### config.mk
export PLATFORM = sky130hd
export DESIGN_NAME = tcce_cursor
export DESIGN_NICKNAME = d
export VERILOG_FILES = /design/src/rtl/core/tcce_pkg.sv /design/src/rtl/core/tcce_cursor.sv
export SDC_FILE = /design/constraint.sdc
export NUM_CORES = 1
export LEC_CHECK = 0
export BUFFER_PORTS_ARGS = -buffer_cell sky130_fd_sc_hd__buf_4
export CAP_MARGIN = 5
export CORE_ASPECT_RATIO = 1.5
export CORE_MARGIN = 2
export CORE_UTILIZATION = 44
export CTS_BUF_LIST = sky130_fd_sc_hd__clkbuf_8
export DETAILED_ROUTE_END_ITERATION = 10
export PLACE_DENSITY = 0.68
export SYNTH_ARGS = -nofsm -noshare
export SYNTH_HDL_FRONTEND = slang
export SYNTH_SLANG_ARGS = --single-unit
### constraint.sdc
create_clock -name i_clk -period 3.2 [get_ports i_clk]
set_input_delay 0.32 -clock i_clk [delete_from_list [all_inputs] [get_ports i_clk]]
set_output_delay 0.32 -clock i_clk [all_outputs]
set_load 0.01 [all_outputs]
### src/rtl/core/tcce_pkg.sv
`timescale 1ns / 1ps
// ----------------------------------------------------------------------------
// tcce_pkg
// Shared types and constants for the text console cursor engine.
// ----------------------------------------------------------------------------
package tcce_pkg;

    localparam int IDX_W  = 11;
    localparam int POS_W  = 11;
    localparam int CELL_W = 16;
    localparam int IN_W   = 24;   // char_code + cell_index, padded to bytes
    localparam int OUT_W  = 32;   // cursor_pos + cell_data, padded to bytes

    localparam logic [1:0] ACT_PUT   = 2'd0;
    localparam logic [1:0] ACT_CLEAR = 2'd1;
    localparam logic [1:0] ACT_READ  = 2'd2;

    localparam logic [7:0] CH_BS    = 8'h08;
    localparam logic [7:0] CH_TAB   = 8'h09;
    localparam logic [7:0] CH_LF    = 8'h0A;
    localparam logic [7:0] CH_CR    = 8'h0D;
    localparam logic [7:0] CH_SPACE = 8'h20;

    localparam int TAB_STEP = 4;

    localparam logic [CELL_W-1:0] CELL_RESET = 16'h0720;
    localparam logic [7:0]        COLOR_RESET = 8'h07;

    typedef struct packed {
        logic       wr_en;
        logic [7:0] wr_char;
        logic       scroll;
    } t_put;

endpackage

### src/rtl/core/tcce_cursor.sv
`timescale 1ns / 1ps
// ----------------------------------------------------------------------------
// tcce_cursor
// Cursor row/column tracking and put-character decode. Keeps the row base
// address so the cell address needs one add, no multiply.
// ----------------------------------------------------------------------------
module tcce_cursor
    import tcce_pkg::*;
#(
    parameter int COLUMNS = 80,
    parameter int ROWS    = 25,
    localparam int AW     = $clog2(ROWS * COLUMNS)
) (
    input  logic          i_clk,
    input  logic          i_rst_n,
    input  logic          i_step,
    input  logic          i_home,
    input  logic [7:0]    i_char,
    output t_put          o_put,
    output logic [AW-1:0] o_wr_addr,
    output logic [AW-1:0] o_pos
);

    localparam int CW = $clog2(COLUMNS + TAB_STEP);
    localparam int RW = $clog2(ROWS);

    logic [CW-1:0] r_col, n_col;
    logic [RW-1:0] r_row, n_row;
    logic [AW-1:0] r_base, n_base;
    logic [CW-1:0] w_wr_col;
    logic          w_inc;

    always_comb begin
        n_col    = r_col;
        n_row    = r_row;
        n_base   = r_base;
        w_inc    = 1'b0;
        w_wr_col = r_col;
        o_put    = '0;
        case (i_char)
            CH_LF: begin
                n_col = '0;
                w_inc = 1'b1;
            end
            CH_CR: begin
                n_col = '0;
            end
            CH_TAB: begin
                n_col = (r_col + CW'(TAB_STEP)) & ~CW'(TAB_STEP - 1);
            end
            CH_BS: begin
                if (r_col != '0) begin
                    n_col         = r_col - 1'b1;
                    w_wr_col      = r_col - 1'b1;
                    o_put.wr_en   = 1'b1;
                    o_put.wr_char = CH_SPACE;
                end
            end
            default: begin
                n_col         = r_col + 1'b1;
                o_put.wr_en   = 1'b1;
                o_put.wr_char = i_char;
            end
        endcase
        if (n_col >= CW'(COLUMNS)) begin
            n_col = '0;
            w_inc = 1'b1;
        end
        if (w_inc) begin
            if (r_row == RW'(ROWS - 1)) begin
                o_put.scroll = 1'b1;
            end else begin
                n_row  = r_row + 1'b1;
                n_base = r_base + AW'(COLUMNS);
            end
        end
    end

    assign o_wr_addr = r_base + AW'(w_wr_col);
    assign o_pos     = r_base + AW'(r_col);

    always_ff @(posedge i_clk) begin
        if (!i_rst_n || i_home) begin
            r_col  <= '0;
            r_row  <= '0;
            r_base <= '0;
        end else if (i_step) begin
            r_col  <= n_col;
            r_row  <= n_row;
            r_base <= n_base;
        end
    end

endmodule

==> reports/qor.txt, run 1 <==
GRT Overall Usage -> 19.0%
Worst r2r dst -> r_row[2]$_SDFFE_PP0P_
# IOs -> 44
FF+latch count, synth -> 19
Synth-to-Final Area Change -> 24.6%
Critical path's slowest cell -> or4_4
CP arrival -> 2760 ps
Initial Util -> 46.1%
Top post-synthesis cells by area -> dfxtp_1 19%, ha_1 9.0%, xnor2_1 6.3%
Worst stage delay on the critical path -> 520 ps
CTS tree -> yes
Yosys warnings -> 0
GRT overflow -> 0
R2R Setup Slk -> 560 ps
DRT Pass-1 Iters -> 4
Fin util -> 57.4%
Std-Cell Rows -> 29
DIE WIDTH -> 58.4 um
Syn_nets -> 283
Start point of the worst hold path -> i_home
Synthesized area per cell -> 7.67 um^2
Number of fill cells in the layout -> 416
Mapped Cells -> 255
Pwr Total -> 0.483 mW
Fin crit period -> 3080 ps
Layout cells sized above 1 -> 29.9%
Fin. Hold Viols -> 0
Post-synth top cells -> 24 x a21oi_1, 19 x dfxtp_1, 19 x nand2_1
Crit-path most repeated cell -> nor2_1
NumNets Final -> 327
Post-DR vias/cell -> 5.56
CTS H-tree depth -> 1
Worst rel slew slack -> 56.6%
Port bufs -> 43
Core area -> 4250 um^2
Register area share after synthesis -> 19.4%
CTS sink count -> 19
WHS Path Cells -> 4
Hold Path End -> r_base[5]$_SDFFE_PP0P_
Post-DP HPWL -> 3780 um
Inserted Diodes -> 0
Async set or reset register ratio after synthesis -> 0%
Worst-path fanout max -> 6
P_leak -> 1.09 nW
Launching point of the worst reg2reg path -> r_col[0]$_SDFFE_PP0P_
Maximum vdd ir drop -> 268 uV
Synth Flop Type -> dfxtp_1
Post-synth top area share -> 19.4%
CP Class -> reg2out
Yosys cell types -> 56
Cell area after synthesis -> 1960 um^2
Worst-Margin Slew -> 650 ps
Max-cap violations -> 0
Hold-fix buffers, CTS -> 0
Final Max Slew Viols -> 0
CP Cell Sequence -> inv_2, ha_4, nand2_1, or4_4, nand2b_4, nor2_1, a21o_1, ha_1, inv_1, fa_2, nor2b_2, o21ai_2, nor2_1, xor2_1, buf_4
Reg2reg path depth -> 9
Die Y -> 85.7 um
Worst setup EP type -> primary output
Routed WL -> 4910 um
Post-route DRC -> 0
Routability Congestion -> 0.804
Hold Path Class -> in2reg
Vias -> 1,914
Outcome -> finished clean
Initial drt markers -> 55
WL/cell -> 14.3 um
Global-route wire length before repair -> 7770 um
Pwr dens -> 198 nW/um^2
Clock Tree Buf Depth -> 2
Initial antenna violation count -> 0
Total CTS buffers -> 3
Maximum clock frequency -> 0.325 GHz
Clk_skew -> 0.723 ps
DIE AREA -> 5000 um^2
CTS Root Cell -> clkbuf_8
DRT antenna net count -> 0
Fin crit share -> 96.1%
Final setup fails -> 0
Clock latency on the worst-skew pair -> 250 ps
Largest net degree at the start of global routing -> 22
Largest area contributor in the netlist -> dfxtp_1
CP startpoint kind -> flop
CTS clk-pin slew, worst paths -> 70 ps
Vias in the first global route -> 1,787
EDFF count, synth -> 0
Most frequent cell after synthesis -> a21oi_1
Worst EP required -> 2880 ps
[cell families after synthesis]
logic type / count (synthesis) / share of synthesized area [%]
AND/OR/NAND/NOR: 91 / 26.7
AO/OA/AOI/OAI: 70 / 23.0
buffers and inverters: 38 / 9.98
XOR/XNOR: 19 / 8.51
flip-flops: 19 / 19.4
adder cells (fa/ha/maj): 16 / 11.0
multiplexers: 2 / 1.28
[area by class of cell]
| class | count | area, um^2 | share of cell area, % |
|---|---|---|---|
| clock buffers | 3 | 41.3 | 1.69 |
| multi-input cells | 198 | 1440 | 58.9 |
| flip-flops and latches | 19 | 383 | 15.7 |
| inverters | 17 | 66.3 | 2.72 |
| repair buffers | 60 | 450 | 18.5 |
| clock inverters | 1 | 3.75 | 0.154 |
| well taps | 46 | 57.6 | 2.36 |
[layout by cell type, fill, tap and decap left out, types with 3 or more instances in the layout]
master,instances
inv_2,3
o211ai_1,4
o21ai_0,10
nand2_1,19
xnor2_1,14
clkbuf_8,3
nor2b_1,3
or3_1,8
a21oi_1,23
o21ai_1,5
nand2b_1,9
xor2_1,5
buf_4,60
ha_1,11
nor2_1,15
and2_1,3
dfxtp_1,17
inv_1,14
o31ai_1,4
nand3_1,7
nand4_1,6
a21o_1,5
nor3_1,3
[metal layers]
metal | GRT usage [%] | wire length [um] | vias to the layer above | part of all wire (%)
met4 | 6.98 | 99 | 0 | 2.0
met2 | 35.9 | 2690 | 40 | 55
li1 | - | - | 975 | -
met5 | 0 | 0 | - | 0
met3 | 0.754 | 132 | 11 | 2.7
met1 | 21.9 | 1990 | 888 | 40
[sequential cells by signal, summed over array words and instances, names as in the netlist]
signal,flops
r_row,5
r_base,7
r_col,7
[through the flow]
stage	hold WS, ps	setup slack, ps	setup TNS (ps)	cells	cell area (um^2)
floorplan	458	314	0	255	1960
global placement	469	243	0	334	2290
detailed placement	489	178	0	334	2290
CTS	429	0.616	0	338	2340
global route	460	-17.0	-17.0	344	2440
finish	421	123	0	344	2440
[worst max-delay path: cells and delay by family, from the launching register on]
| kind | cells | cell delay, ps |
|---|---|---|
| AO/OA/AOI/OAI | 2 | 330 |
| XOR/XNOR | 1 | 140 |
| adder cells (fa/ha/maj) | 3 | 540 |
| buffers and inverters | 3 | 300 |
| flip-flops | 1 | 320 |
| AND/OR/NAND/NOR | 6 | 870 |
[power breakdown]
group / internal [mW] / switching [mW]
Combinational: 0.0371 / 0.0456
Clock: 0.0853 / 0.0773
Sequential: 0.237 / 0.000747
Total: 0.360 / 0.124
[worst max-delay path by stage]
stage / cells after the start / end / start
5_1_grt: 13 / o_wr_addr[10] / r_col[0]$_SDFFE_PP0P_
2_1_floorplan: 15 / o_wr_addr[10] / r_col[3]$_SDFFE_PP0P_
6_report: 15 / o_wr_addr[10] / r_col[1]$_SDFFE_PP0P_
3_3_place_gp: 15 / o_wr_addr[10] / r_col[3]$_SDFFE_PP0P_
4_1_cts: 13 / o_wr_addr[9] / r_col[0]$_SDFFE_PP0P_
3_5_place_dp: 15 / o_wr_addr[10] / r_col[0]$_SDFFE_PP0P_
[timing repair]
action                                  CTS  global route
endpoints found under the setup margin    2             4
cloned                                    0             0
pin swaps                                 0             5
buffers inserted                          0             6
resized for setup                         2            18
Note: power is estimated with default switching activity, not from simulation.
==> run 2, diff against run 1 <==
--- a/config.mk
+++ b/config.mk
@@ -9,10 +9,10 @@
 export CAP_MARGIN = 5
 export CORE_ASPECT_RATIO = 1.5
 export CORE_MARGIN = 2
-export CORE_UTILIZATION = 44
+export CORE_UTILIZATION = 45
 export CTS_BUF_LIST = sky130_fd_sc_hd__clkbuf_8
 export DETAILED_ROUTE_END_ITERATION = 10
-export PLACE_DENSITY = 0.68
+export PLACE_DENSITY = 0.69
 export SYNTH_ARGS = -nofsm -noshare
 export SYNTH_HDL_FRONTEND = slang
 export SYNTH_SLANG_ARGS = --single-unit
==> reports/qor.txt, run 2 (synthesis gave the netlist of run 1 again) <==
Outcome -> finished clean (unchanged)
Routed WL -> 4830 um (was 4910 um)
Vias in the first global route -> 1,792 (was 1,787)
Core area -> 4210 um^2 (was 4250 um^2)
GRT overflow -> 0 (unchanged)
Pwr dens -> 202 nW/um^2 (was 198 nW/um^2)
GR Layer Usage met1 -> 21.1% (was 21.9%)
Post-DR vias/cell -> 5.71 (was 5.56)
Std-Cell Rows -> 29 (unchanged)
Initial Util -> 46.5% (was 46.1%)
Inserted Diodes -> 0 (unchanged)
Clock Tree Buf Depth -> 2 (unchanged)
P_leak -> 1.08 nW (was 1.09 nW)
Fin. Hold Viols -> 0 (unchanged)
CTS Root Cell -> clkbuf_8 (unchanged)
Final setup fails -> 0 (unchanged)
RSZ-0062 raised after global routing -> yes
WL/cell -> 14.1 um (was 14.3 um)
CTS sink count -> 19 (unchanged)
Most common cell after layout, fill and taps aside -> buf_4 (unchanged)
GRT met2 Usage -> 37.8% (was 35.9%)
DIE WIDTH -> 57.8 um (was 58.4 um)
Most frequent cells in the layout -> 59 x buf_4, 23 x a21oi_1, 19 x nand2_1, 19 x dfxtp_1, 16 x inv_1 (was 60 x buf_4, 23 x a21oi_1, 19 x nand2_1)
Fin crit share -> 97.3% (was 96.1%)
Total CTS buffers -> 3 (unchanged)
Post-DP HPWL -> 3810 um (was 3780 um)
Largest net degree at the start of global routing -> 22 (unchanged)
DRT Pass-1 Iters -> 4 (unchanged)
# IOs -> 44 (unchanged)
Pwr Total -> 0.484 mW (was 0.483 mW)
Post-route DRC -> 0 (unchanged)
Worst setup EP type -> primary output (unchanged)
Final Max Slew Viols -> 0 (unchanged)
CP Class -> reg2out (unchanged)
Vias -> 1,957 (was 1,914)
CTS clk-pin slew, worst paths -> 70 ps (about the same)
Cell Count, Final, Fillers Out -> 343 (was 344)
Met3 Use GR -> 2.16% (was 0.754%)
Synth-to-Final Area Change -> 22.6% (was 24.6%)
Worst rel slew slack -> 56.0% (was 56.6%)
Routability Congestion -> 0.844 (was 0.804)
Max-cap violations -> 0 (unchanged)
GRT Overall Usage -> 19.9% (was 19.0%)
Clk_skew -> 5.31 ps (was 0.723 ps)
CTS tree -> yes (unchanged)
Worst EP required -> 2880 ps (about the same)
Fin crit period -> 3110 ps (was 3080 ps)
CTS H-tree depth -> 1 (unchanged)
Worst hold margin -> 398 ps (was 421 ps)
Maximum clock frequency -> 0.321 GHz (was 0.325 GHz)
Initial drt markers -> 101 (was 55)
Hold Path Class -> in2reg (unchanged)
Worst-path fanout max -> 6 (unchanged)
Worst-Margin Slew -> 661 ps (was 650 ps)
DRT antenna net count -> 0 (unchanged)
CP startpoint kind -> flop (unchanged)
NumNets Final -> 326 (was 327)
Maximum vdd ir drop -> 233 uV (was 268 uV)
Global-route wire length before repair -> 7790 um (was 7770 um)
Fin util -> 57.0% (was 57.4%)
Initial antenna violation count -> 0 (unchanged)
GR peak layer -> met2 (unchanged)
Post-route setup slack -> 85.3 ps (was 123 ps)
Hold-fix buffers, CTS -> 0 (unchanged)
Clock latency on the worst-skew pair -> 260 ps (was 250 ps)
DIE AREA -> 4900 um^2 (was 5000 um^2)
CP arrival -> 2790 ps (was 2760 ps)
Layout cells sized above 1 -> 27.6% (was 29.9%)
Top Registers -> r_base x7, r_col x7, r_row x5 (unchanged)
Placed Instances -> 335 (was 334)
Pre-CTS WS -> 191 ps (was 178 ps)
Die Y -> 84.7 um (was 85.7 um)
Port bufs -> 43 (unchanged)
==> run 2: cell count changes in the layout (fill, tap and decap cells not counted), moves of 2 or more <==
| cell | delta |
|---|---|
| dfxtp_1 | +2 |
| ha_4 | -2 |
| inv_1 | +2 |
| dfxtp_2 | -2 |
==> run 2: repair_timing <==
action | in CTS | in global routing
pin swaps | 0 | 3
hold endpoints to repair | 0 | 0
endpoints found under the setup margin | 2 | 4
setup buffers | 0 | 4
gates resized for setup | 2 | 9
==> run 2: per-stage QoR <==
stage | TNS (ps) | cell area [um^2]
3_3_place_gp | 0 | 2290
6_report | 0 | 2400
2_1_floorplan | 0 | 1960
5_1_grt | -56.4 | 2400
3_5_place_dp | 0 | 2290
4_1_cts | 0 | 2340
==> run 2: final cells by class <==
cell class	count	area [um^2]
Fill cell	401	1810
Multi-Input combinational cell	198	1410
Timing Repair Buffer	59	443
Sequential cell	19	380
Inverter	17	63.8
Tap cell	46	57.6
Clock buffer	3	41.3
Clock inverter	1	3.75
==> run 2: critical path, cell delays in order, from the launching register on <==
cell     delay (ps)
dfxtp_1         320
buf_4           150
or3_1           430
nor3_2          150
xnor2_1         100
nor2_1          170
a21o_1          130
inv_1            60
fa_2            370
nor2b_2         140
o21ai_2          80
nor2_1          140
xor2_1          150
buf_4           140
==> run 2: layer usage <==
metal | wire length, um | part of all wire [%]
met5 | 0 | 0
met3 | 216 | 4.5
met2 | 2540 | 53
met1 | 1930 | 40
met4 | 142 | 2.9
==> run 2: path summary, 6_finish.rpt <==
check / start / endpoint / slack, ps / cells past startpoint
worst max-delay path: r_col[0]$_SDFFE_PP0P_ / o_wr_addr[10] / 90 / 13
worst min-delay path: i_home / r_base[5]$_SDFFE_PP0P_ / 400 / 4
worst max register to register: r_col[0]$_SDFFE_PP0P_ / r_base[8]$_SDFFE_PP0P_ / 520 / 9
worst min register to register: r_row[4]$_SDFFE_PP0P_ / r_row[4]$_SDFFE_PP0P_ / 490 / 2
==> run 2: report_power, final <==
group          internal (mW)  switching (mW)  total [mW]
clock network         0.0854          0.0813       0.167
logic                 0.0353          0.0443      0.0795
registers              0.237        0.000519       0.238
